[config.mk]
export PLATFORM = sky130hd
export DESIGN_NAME = sacl_set_update
export DESIGN_NICKNAME = d
export VERILOG_FILES = /design/src/sv/sacl_pkg.sv /design/src/sv/sacl_set_update.sv
export SDC_FILE = /design/constraint.sdc
export NUM_CORES = 1
export LEC_CHECK = 0
export BUFFER_PORTS_ARGS = -buffer_cell sky130_fd_sc_hd__buf_4
export CAP_MARGIN = 20
export CORE_MARGIN = 2
export CORE_UTILIZATION = 35
export CTS_BUF_LIST = sky130_fd_sc_hd__clkbuf_8
export DETAILED_ROUTE_END_ITERATION = 6
export HOLD_SLACK_MARGIN = 0.1
export MAX_ROUTING_LAYER = met4
export PLACE_DENSITY = 0.73
export SLEW_MARGIN = 40
export SYNTH_ARGS = -nofsm -noshare
export SYNTH_HDL_FRONTEND = slang
export SYNTH_SLANG_ARGS = --single-unit
[constraint.sdc]
create_clock -name clk_i -period 4.9 [get_ports clk_i]
set_input_delay 0.245 -clock clk_i [delete_from_list [all_inputs] [get_ports clk_i]]
set_output_delay 0.245 -clock clk_i [all_outputs]
set_load 0.01 [all_outputs]
[src/sv/sacl_pkg.sv]
// shared constants and types of the set-associative tag lookup
// geometry, replacement codes, tag row and lookup result types
// no dependencies
package sacl_pkg;

  localparam int unsigned WAYS        = 4;
  localparam int unsigned SET_BITS    = 6;
  localparam int unsigned OFFSET_BITS = 6;
  localparam int unsigned ADDR_BITS   = 32;
  localparam int unsigned TAG_BITS    = ADDR_BITS - SET_BITS - OFFSET_BITS;
  localparam int unsigned SET_COUNT   = 1 << SET_BITS;
  localparam int unsigned RANK_BITS   = (WAYS > 1) ? $clog2(WAYS) : 1;
  localparam int unsigned CNT_BITS    = 32;
  localparam int unsigned LFSR_BITS   = 16;
  localparam logic [LFSR_BITS-1:0] LFSR_SEED = 16'hACE1;

  // replacement policy register codes, the unused code behaves like POL_MRU
  localparam logic [1:0] POL_LRU  = 2'd0;
  localparam logic [1:0] POL_RAND = 2'd1;
  localparam logic [1:0] POL_MRU  = 2'd2;

  typedef logic [TAG_BITS-1:0]  tag_t;
  typedef logic [SET_BITS-1:0]  set_t;
  typedef logic [RANK_BITS-1:0] rank_t;
  typedef logic [WAYS-1:0]      vrow_t;
  typedef tag_t [WAYS-1:0]      row_t;

  typedef struct packed {
    logic  hit;
    rank_t hit_rank;
    logic  ev_valid;
    tag_t  ev_tag;
  } lookup_res_t;

endpackage

[src/sv/sacl_set_update.sv]
// hit search, victim choice and recency reorder of one set row
// holds the random victim lfsr; depends on sacl_pkg
module sacl_set_update (
  input  logic                clk_i,
  input  logic                rst_ni,
  input  logic                commit_i,
  input  logic [1:0]          policy_i,
  input  sacl_pkg::tag_t      tag_i,
  input  sacl_pkg::row_t      row_i,
  input  sacl_pkg::vrow_t     vrow_i,
  output sacl_pkg::row_t      row_o,
  output sacl_pkg::vrow_t     vrow_o,
  output sacl_pkg::lookup_res_t res_o
);
  import sacl_pkg::*;

  logic [LFSR_BITS-1:0] lfsr_q, lfsr_d, lfsr_nx;
  logic                 found, free_found, advance;
  rank_t                hit_rank, free_rank, victim, pos;
  tag_t                 front_tag;

  assign lfsr_nx = {lfsr_q[0] ^ lfsr_q[2] ^ lfsr_q[3] ^ lfsr_q[5], lfsr_q[LFSR_BITS-1:1]};

  always_comb begin
    found      = 1'b0;
    hit_rank   = '0;
    free_found = 1'b0;
    free_rank  = '0;
    for (int unsigned r = 0; r < WAYS; r++) begin
      if (!found && vrow_i[r] && (row_i[r] == tag_i)) begin
        found    = 1'b1;
        hit_rank = rank_t'(r);
      end
      if (!free_found && !vrow_i[r]) begin
        free_found = 1'b1;
        free_rank  = rank_t'(r);
      end
    end
  end

  // victim by policy only when the set is full
  always_comb begin
    advance = 1'b0;
    if (free_found) begin
      victim = free_rank;
    end else begin
      case (policy_i)
        POL_LRU:  victim = rank_t'(WAYS - 1);
        POL_RAND: begin
          victim  = rank_t'(lfsr_nx % WAYS);
          advance = !found;
        end
        default:  victim = '0;
      endcase
    end
  end

  assign pos       = found ? hit_rank : victim;
  assign front_tag = found ? row_i[hit_rank] : tag_i;

  // move the line at pos to rank 0, lines at ranks 0 to pos-1 each move one rank higher
  always_comb begin
    for (int unsigned i = 0; i < WAYS; i++) begin
      if (i == 0) begin
        row_o[i]  = front_tag;
        vrow_o[i] = 1'b1;
      end else if (rank_t'(i) <= pos) begin
        row_o[i]  = row_i[i-1];
        vrow_o[i] = vrow_i[i-1];
      end else begin
        row_o[i]  = row_i[i];
        vrow_o[i] = vrow_i[i];
      end
    end
  end

  assign res_o.hit      = found;
  assign res_o.hit_rank = hit_rank;
  assign res_o.ev_valid = !found && !free_found;
  assign res_o.ev_tag   = (!found && !free_found) ? row_i[victim] : '0;

  assign lfsr_d = (commit_i && advance) ? lfsr_nx : lfsr_q;

  always_ff @(posedge clk_i or negedge rst_ni) begin
    if (!rst_ni) begin
      lfsr_q <= LFSR_SEED;
    end else begin
      lfsr_q <= lfsr_d;
    end
  end

endmodule

==> results of run 1 <==
==> where the power goes <==
part           total (uW)  switching (uW)  leakage, uW  internal (uW)
sequential            132               0     0.000194            132
clock                 101            45.7    0.0000269           55.6
combinational         449             200      0.00210            249
total                 683             245      0.00232            438
==> cells by family after synthesis <==
kind of cell,synth area share (%)
AO/OA/AOI/OAI,2.507
XOR/XNOR,20.80
buffers and inverters,10.06
flip-flops,11.74
multiplexers,41.25
other,0.1073
AND/OR/NAND/NOR,13.53
==> layout make-up <==
type	count	area, sq um
Clock buffer	3	41.29
Clock inverter	1	3.754
Fill cell	887	4651
Inverter	2	7.507
Multi-Input combinational cell	261	2741
Sequential cell	16	410.4
Tap cell	133	166.4
Timing Repair Buffer	223	1708
==> timing repair <==
item                      4_1_cts  5_1_grt
hold buffers                    1        0
gates resized for setup         0        0
setup buffers                   0        0
hold endpoints to repair       16        0
==> cells in the mapped netlist, drive strengths merged <==
cell type / count
nor2: 1
or3: 1
nor4: 11
o211ai: 1
clkbuf: 21
nand3b: 1
and4: 1
mux2: 78
inv: 2
nor2b: 24
a21o: 1
buf: 34
and3: 4
nand2: 4
o2111ai: 1
xnor2: 53
xor2: 30
dfstp: 8
a31oi: 1
dfrtp: 8
a21oi: 2
nand4: 13
o21ai: 2
and2: 2
o2bb2ai: 1
conb: 1
nand3: 6
nand2b: 1
a41oi: 1
mux4: 20
==> final timing paths <==
kind	cells past startpoint	slack, ns	endpoint
max	9	1.73	row_o[36]
min	2	0.38	lfsr_q[4]$_DFFE_PN0P_
max reg2reg	3	3.72	lfsr_q[15]$_DFFE_PN1P_
min reg2reg	1	0.51	lfsr_q[11]$_DFFE_PN1P_
max in group asynchronous	2	4.27	lfsr_q[7]$_DFFE_PN1P_
min in group clk_i	1	0.51	lfsr_q[11]$_DFFE_PN1P_
==> metrics by stage <==
stage          worst slack [ns]  instance area [sq um]  hold slack (ns)  util [%]
2_1_floorplan             2.707                   3495         -0.05059         -
3_3_place_gp              1.792                   4954           0.1030     50.91
3_5_place_dp              1.742                   5024           0.1097     51.63
4_1_cts                   1.731                   5079           0.3835     52.20
5_1_grt                   1.533                   5079           0.4099     52.20
6_report                  1.731                   5079           0.3787     52.20
==> layer usage <==
metal | share of wire (%) | up-vias | global-route usage, %
met5 | 0 | - | -
met4 | 0.88 | 0 | 3.764
met3 | 5.4 | 10 | 2.757
met2 | 53 | 157 | 41.87
met1 | 41 | 1640 | 27.72
li1 | - | 1517 | -
==> layout by cell type (no fill, tap or decap), types with 2 or more instances in the layout <==
master / synthesis / final
inv_1: 2 / 3
nand2_1: 4 / 4
dfstp_2: 8 / 8
mux4_2: 20 / 20
nand4_2: 3 / 3
mux2_4: 30 / 30
clkbuf_8: 0 / 3
dfrtp_1: 8 / 8
xor2_1: 30 / 30
a21oi_1: 2 / 2
xnor2_1: 53 / 53
nand3_1: 5 / 5
mux2_2: 42 / 42
mux2_1: 6 / 6
buf_4: 9 / 219
nor4_1: 9 / 9
and3_4: 2 / 2
nand4_1: 10 / 10
nor2b_1: 24 / 23
and3_1: 2 / 2
==> flow_metrics.env, run 1 <==
export IMPL_syn_area_per_cell_sq_um=10.46
export IMPL_vias_per_cell=5.202
export IMPL_ys_seq_area_share_pct=11.74
export IMPL_vias=3324
export IMPL_synthTopCellsByArea="mux2_2 (14%), xnor2_1 (13%), mux2_4 (13%)"
export IMPL_syn_nets=443
export IMPL_num_rows=36
export IMPL_drive_above_1_share_pct=67.00
export IMPL_synthCells=334
export IMPL_largest_register_ff_count=16
export IMPL_yosysTopAreaCell="mux2_2"
export IMPL_globalRoute_totalOverflow=0
export IMPL_cp_buffers_inverters=3
export IMPL_cp_cell_sequence="buf_4 -> xnor2_1 -> nand4_1 -> nor4_1 -> nand4_2 -> a41oi_2 -> buf_4 -> mux2_2 -> buf_4"
export IMPL_finalHoldViolations=0
export IMPL_setup_viol=0
export IMPL_timing_rr_start="lfsr_q[5]$_DFFE_PN1P_"
export IMPL_top_register="lfsr_q"
export IMPL_worst_ir_drop_vdd_v=0.00008180
export IMPL_cp_startpoint="tag_i[18]"
export IMPL_stdcell_count=639
export IMPL_dieArea_sq_um=10800
export IMPL_grt_max_degree=23
export IMPL_ios=217
export IMPL_die_height_um=103.9
export IMPL_clk_path_buf_depth=2
export IMPL_die_width_um=103.9
export IMPL_antenna_found_initial=0
export IMPL_core_area_sq_um=9729
export IMPL_placed_cells=634
export IMPL_cp_data_arrival_time_ns=2.92
export IMPL_cap_violations=0
export IMPL_worst_setup_path_type="input port to output pin"
export IMPL_timing_final_crit_period_ns=3.169
export IMPL_min_delay_path_class="input port to asynchronous set/reset pin"
export IMPL_yosysTopAreaCellShare_pct=13.53
export IMPL_path_clk_slew_ns=0.06
export IMPL_start_util_pct=35.92
export IMPL_critical_path_max_stage_delay_ns=0.63
export IMPL_cpMostUsedCell="buf_4"
export IMPL_clk_latency_ns=0.25
export IMPL_fmax_ghz=0.3155
export IMPL_io_buffers=215
export IMPL_crit_fanout=11
export IMPL_netlist_area_sq_um=3495
export IMPL_yosysUniqueCellTypes=43
export IMPL_num_antenna_cells=0
export IMPL_leakage_uw=0.002321
export IMPL_first_pass_iters=4
export IMPL_slew_headroom_pct=50.65
export IMPL_cts_root_buf="clkbuf_8"
export IMPL_drc=0
export IMPL_antenna_left=0
export IMPL_clock_skew_ns=0.004453
export IMPL_final_nets=616
export IMPL_worstMarginPinSlew_ns=0.7334
export IMPL_endpoint_kind="output pin"
export IMPL_routedWlPerCell_um=20.01
export IMPL_ys_warn_count=0
export IMPL_initialDrtViolationCount=133
export IMPL_synth_seq_cells=16
export IMPL_critPathSlowestCell="a41oi_2"
export IMPL_grt_usage_pct=23.01
export IMPL_grt_pass1_wl_um=19340
export IMPL_required_ns=4.66
export IMPL_p_total_uw=682.8
export IMPL_power_density_nw_per_um2=134.4
export IMPL_finalCritPeriodShare_pct=64.68
export IMPL_crit_family="simple AND/OR/NAND/NOR gates"
export IMPL_area_growth_syn_to_layout_pct=45.33
export IMPL_htree_num_levels=1
export IMPL_cts_tree="done"
export IMPL_routed_wl_um=12790
export IMPL_rsz0062_at_grt="false"
export IMPL_largestRegisters="lfsr_q (16)"
export IMPL_cts_sinks=16
export IMPL_place_congestion=0.8784
export IMPL_cts_buffers=3
export IMPL_status="completed"
export IMPL_grt_pass1_vias=3473
export IMPL_finalSetupTns_ns=0
export IMPL_dp_hpwl_um=10650
export IMPL_worstSetupStartpointType="input port"
export IMPL_final_max_slew_viol_count=0
No activity file was read; power rests on OpenSTA's default activity.
==> run 2: changes to the inputs <==
- ABC_AREA: unset -> 1
- PLACE_DENSITY: 0.73 -> 0.71
- clock period: 4.9 -> 3.1 ns (I/O delays scaled with it)
==> flow_metrics.env, run 2 <==
export IMPL_leakage_uw=0.003310
export IMPL_largest_register_ff_count=16
export IMPL_cp_cell_sequence="o21ai_0 -> a21oi_2 -> buf_4 -> inv_1 -> o211ai_1 -> a21oi_1 -> buf_4"
export IMPL_synth_common_cells="nand2_1 (348), inv_1 (79), o21ai_0 (58), a21oi_1 (55), nor2_1 (47)"
export IMPL_fmax_ghz=0.3896
export IMPL_vias_per_cell=5.156
export IMPL_die_width_um=109.1
export IMPL_synth_top_family_by_area="simple AND/OR/NAND/NOR gates"
export IMPL_synthCells=798
export IMPL_ff_latch_area_sq_um=410.4
export IMPL_cap_violations=0
export IMPL_min_delay_path_class="input port to asynchronous set/reset pin"
export IMPL_cts_tree="done"
export IMPL_num_rows=38
export IMPL_timing_final_crit_period_ns=2.567
export IMPL_synth_xor_area_share_pct=2.494
export IMPL_crit_fanout=20
export IMPL_cts_buffers=3
export IMPL_rsz0062_at_grt="false"
export IMPL_synth_compound_area_share_pct=18.43
export IMPL_critPathSlowestCell="inv_1"
export IMPL_cp_data_arrival_time_ns=2.41
export IMPL_yosysTopAreaCellShare_pct=33.82
export IMPL_yosysUniqueCellTypes=27
export IMPL_cts_sinks=16
export IMPL_vias=5739
export IMPL_finalHoldViolations=0
export IMPL_ios=217
export IMPL_top_register="lfsr_q"
export IMPL_placed_cells=1109
export IMPL_antenna_left=0
export IMPL_slew_headroom_pct=43.97
export IMPL_final_cell_mix="nand2_1 (348), buf_4 (229), inv_1 (79)"
export IMPL_clk_latency_ns=0.24
export IMPL_worst_setup_path_type="register to output pin"
export IMPL_finalCritPeriodShare_pct=82.81
export IMPL_ys_seq_area_share_pct=10.63
export IMPL_stdcell_count=1113
export IMPL_synthMuxAreaShare_pct=0
export IMPL_drc=1
export IMPL_yosys_cell_count_top_type="nand2_1"
export IMPL_cpMostUsedCell="buf_4"
export IMPL_critical_path_max_stage_delay_ns=0.62
export IMPL_synth_seq_cells=16
export IMPL_multiInputGateArea_sq_um=2764
export IMPL_finalSetupTns_ns=0
export IMPL_start_util_pct=35.79
export IMPL_setup_viol=0
export IMPL_grt_pass1_vias=5123
export IMPL_r2r_slack_ns=2.00
export IMPL_whs_ns=0.3036
export IMPL_syn_nets=907
export IMPL_clock_skew_ns=0.002069
export IMPL_largestRegisters="lfsr_q (16)"
export IMPL_io_buffers=215
export IMPL_routed_wl_um=18430
export IMPL_die_height_um=109.1
export IMPL_syn_area_per_cell_sq_um=4.840
export IMPL_antenna_found_initial=0
export IMPL_drive_above_1_share_pct=28.26
export IMPL_place_congestion=0.9997
export IMPL_htree_num_levels=1
export IMPL_worstSetupStartpointType="register"
export IMPL_worstMarginPinSlew_ns=0.8395
export IMPL_violations="design-rule violations"
export IMPL_synthTopCellsByArea="nand2_1 (34%), inv_1 (7.7%), o21ai_0 (7.5%)"
export IMPL_num_antenna_cells=0
export IMPL_cts_root_buf="clkbuf_8"
export IMPL_synth_adder_area_share_pct=0
export IMPL_power_density_nw_per_um2=207.7
export IMPL_ctsResizeCount=0
export IMPL_endpoint_kind="output pin"
export IMPL_yosys_area_share_simple_pct=50.24
export IMPL_fillerInstances=1216
export IMPL_final_common_cell="nand2_1"
export IMPL_grt_usage_pct=30.39
export IMPL_area_growth_syn_to_layout_pct=42.47
export IMPL_initialDrtViolationCount=518
export IMPL_clk_path_buf_depth=2
export IMPL_netlist_area_sq_um=3862
export IMPL_worst_ir_drop_vdd_v=0.0002516
export IMPL_routedWlPerCell_um=16.56
export IMPL_path_clk_slew_ns=0.06
export IMPL_yosysTopAreaCell="nand2_1"
export IMPL_synth_async_reset_ratio_pct=100.0
export IMPL_ys_warn_count=0
export IMPL_required_ns=2.94
export IMPL_grt_pass1_wl_um=27170
export IMPL_status="finished, violations left"
export IMPL_final_nets=1084
export IMPL_ys_flop_type="dfstp_2"
export IMPL_dp_hpwl_um=14810
export IMPL_core_area_sq_um=10790
export IMPL_dieArea_sq_um=11890
export IMPL_first_pass_iters=7
export IMPL_globalRoute_totalOverflow=0
export IMPL_grt_max_degree=34
export IMPL_synth_edff_count=0
export IMPL_final_max_slew_viol_count=0
-- run 2: logic make-up after synthesis --
kind of cell / after synthesis
buffers and inverters: 160
XOR/XNOR: 11
other: 1
flip-flops: 16
AO/OA/AOI/OAI: 137
AND/OR/NAND/NOR: 473
-- run 2: worst max-delay path: cells and delay by family (launching register included) --
kind | cells | cell delay, ns
buf+inv | 3 | 0.98
compound gates | 4 | 0.76
flops | 1 | 0.42
-- run 2: layer usage --
| layer | up-vias | global-route usage [%] | share of wire (%) |
|---|---|---|---|
| met3 | 48 | 3.168 | 9.3 |
| met1 | 2534 | 37.83 | 41 |
| met5 | - | - | 0 |
| met4 | 0 | 10.71 | 3.5 |
| li1 | 2835 | - | - |
| met2 | 322 | 50.98 | 47 |
-- run 2: metrics by stage --
stage | total power [uW] | util, % | area [sq um] | setup slack (ns)
floorplan | 585.8 | - | 3862 | 1.448
global placement | 985.8 | 50.51 | 5451 | 0.5855
detailed placement | 985.7 | 50.51 | 5451 | 0.6632
CTS | 1139 | 50.99 | 5503 | 0.5571
global route | 1229 | 50.99 | 5503 | 0.3592
finish | 1143 | 50.99 | 5503 | 0.5329
-- run 2: cell type report --
type / instances / area share, %
Inverter: 102 / 6.958
Clock buffer: 3 / 0.7503
Multi-Input combinational cell: 622 / 50.23
Sequential cell: 16 / 7.458
Tap cell: 140 / 3.183
Timing Repair Buffer: 230 / 31.42
-- run 2: worst paths after layout --
path | from | end | cells past startpoint
worst min-delay path | rst_ni | lfsr_q[8]$_DFFE_PN0P_ | 2
max in group asynchronous | rst_ni | lfsr_q[15]$_DFFE_PN1P_ | 2
min in group clk_i | vrow_i[2] | lfsr_q[11]$_DFFE_PN1P_ | 5
worst max-delay path | lfsr_q[2]$_DFFE_PN0P_ | res_o[6] | 7
worst max register to register | lfsr_q[5]$_DFFE_PN1P_ | lfsr_q[15]$_DFFE_PN1P_ | 4
worst min register to register | lfsr_q[15]$_DFFE_PN1P_ | lfsr_q[15]$_DFFE_PN1P_ | 2
-- run 2: power by group --
| group | total (uW) | switching, uW | internal (uW) |
|---|---|---|---|
| clock | 149 | 62.8 | 85.9 |
| sequential | 210 | 0 | 210 |
| combinational | 785 | 454 | 330 |
| total | 1140 | 517 | 626 |
-- run 2: repair_timing --
action,4_1_cts,5_1_grt
buffers inserted,0,0
hold buffers,1,0
endpoints found under the hold margin,16,0
==> run 3: changes to the inputs <==
- clock period: 3.1 -> 2.47 ns (I/O delays scaled with it)
==> flow_metrics.env, run 3 (synthesis results as in run 2) <==
export IMPL_io_buffers=215
export IMPL_clock_skew_ns=0.001242
export IMPL_fmax_ghz=0.4140
export IMPL_start_util_pct=35.79
export IMPL_initialDrtViolationCount=452
export IMPL_die_height_um=109.1
export IMPL_cts_root_buf="clkbuf_8"
export IMPL_worstMarginPinSlew_ns=0.8407
export IMPL_cts_tree="done"
export IMPL_timing_rr_start="lfsr_q[5]$_DFFE_PN1P_"
export IMPL_power_density_nw_per_um2=259.6
export IMPL_core_area_sq_um=10790
export IMPL_dp_hpwl_um=14810
export IMPL_place_congestion=0.9963
export IMPL_timing_final_crit_period_ns=2.415
export IMPL_dieArea_sq_um=11890
export IMPL_finalHoldViolations=0
export IMPL_routedWlPerCell_um=16.32
export IMPL_grt_pass1_vias=5185
export IMPL_rsz0062_at_grt="true"
export IMPL_final_common_cell="nand2_1"
export IMPL_num_antenna_cells=0
export IMPL_antenna_left=0
export IMPL_slew_headroom_pct=43.89
export IMPL_use_met3_pct=3.706
export IMPL_globalRoute_totalOverflow=0
export IMPL_top_usage_layer="met2"
export IMPL_clk_path_buf_depth=2
export IMPL_endpoint_kind="output pin"
export IMPL_finalSetupTns_ns=0
export IMPL_fin_ws_ns=0.05478
export IMPL_largestRegisters="lfsr_q (16)"
export IMPL_num_rows=38
export IMPL_setup_viol=0
export IMPL_crit_fanout=20
export IMPL_use_met1_pct=37.61
export IMPL_worst_ir_drop_vdd_v=0.0003357
export IMPL_status="completed"
export IMPL_vias_per_cell=5.081
export IMPL_vias=5675
export IMPL_grt_max_degree=69
export IMPL_drc=0
export IMPL_ios=217
export IMPL_cp_cell_sequence="o21ai_0 -> a21oi_2 -> inv_1 -> a21oi_1 -> o21ai_0 -> a21oi_1 -> buf_4"
export IMPL_first_pass_iters=5
export IMPL_grt_pass1_wl_um=27150
export IMPL_cp_startpoint="lfsr_q[2]$_DFFE_PN0P_"
export IMPL_final_cell_mix="nand2_1 (348), buf_4 (231), inv_1 (79)"
export IMPL_cts_buffers=3
export IMPL_htree_num_levels=1
export IMPL_grt_met2_usage_pct=51.55
export IMPL_top_register="lfsr_q"
export IMPL_grt_usage_pct=30.30
export IMPL_path_clk_slew_ns=0.06
export IMPL_finalCritPeriodShare_pct=97.78
export IMPL_critPathSlowestCell="inv_1"
export IMPL_cap_violations=0
export IMPL_largest_register_ff_count=16
export IMPL_place_ws_ns=0.2491
export IMPL_cts_sinks=16
export IMPL_antenna_found_initial=0
export IMPL_area_growth_syn_to_layout_pct=43.89
export IMPL_final_max_slew_viol_count=0
export IMPL_worst_setup_path_type="register to output pin"
export IMPL_cp_data_arrival_time_ns=2.29
export IMPL_leakage_uw=0.003340
export IMPL_min_delay_path_class="input port to asynchronous set/reset pin"
export IMPL_worstSetupStartpointType="register"
export IMPL_routed_wl_um=18230
export IMPL_clk_latency_ns=0.25
export IMPL_critical_path_max_stage_delay_ns=0.45
export IMPL_drive_above_1_share_pct=28.56
export IMPL_die_width_um=109.1
export IMPL_postCtsSetupBuffers=0
export IMPL_required_ns=2.35
export IMPL_final_nets=1088
run 3: cell count changes in the layout (fill, tap and decap cells not counted), sizes merged:
cell / previous run / this run
buf: 229 / 233
run 3: timing repair:
item / in CTS / in global routing
hold buffers: 1 / 0
endpoints found under the setup margin: 0 / 9
resized for setup: 0 / 0
hold endpoints to repair: 16 / 0
run 3: per-stage QoR:
step                hold slack (ns)  cells  util, %  power (uW)  area (sq um)
CTS                          0.2670   1117    51.50        1441          5558
detailed placement        -0.005195   1113    51.02        1242          5507
finish                       0.2655   1117    51.50        1443          5558
global placement          -0.007513   1113    51.02        1242          5507
global route                 0.2944   1117    51.50        1548          5558
floorplan                   -0.1721    798        -       735.3          3862
run 3: area by class of cell:
cell class,instances,area [sq um]
clock buffer,3,41.29
fill,1220,5235
inverter,102,382.9
multi-input combinational,622,2764
sequential,16,410.4
tap,140,175.2
timing repair buffer,234,1784
run 3: path summary, 6_finish.rpt:
path / end / slack, ns / cells after the start
max: res_o[9] / 0.05 / 7
min: lfsr_q[8]$_DFFE_PN0P_ / 0.27 / 2
max reg2reg: lfsr_q[15]$_DFFE_PN1P_ / 1.36 / 4
min reg2reg: lfsr_q[13]$_DFFE_PN1P_ / 0.46 / 2
max in group asynchronous: lfsr_q[0]$_DFFE_PN1P_ / 1.96 / 2
min in group clk_i: lfsr_q[0]$_DFFE_PN1P_ / 0.29 / 5
run 3: power breakdown:
part | total [uW] | switching (uW) | internal, uW | leakage (uW)
sequential | 263 | 0 | 263 | 0.000194
combinational | 988 | 565 | 423 | 0.00312
clock | 192 | 84.0 | 108 | 0.0000216
run 3: per-layer routing:
layer | vias to the layer above | part of all wire [%]
met1 | 2549 | 41
li1 | 2833 | -
met3 | 30 | 8.4
met5 | - | 0
met4 | 0 | 2.5
met2 | 263 | 48
run 3: critical path: cells and delay by family (launching register included):
family | cells | cell delay (ns)
compound gates | 5 | 1.02
buf+inv | 2 | 0.62
flops | 1 | 0.40
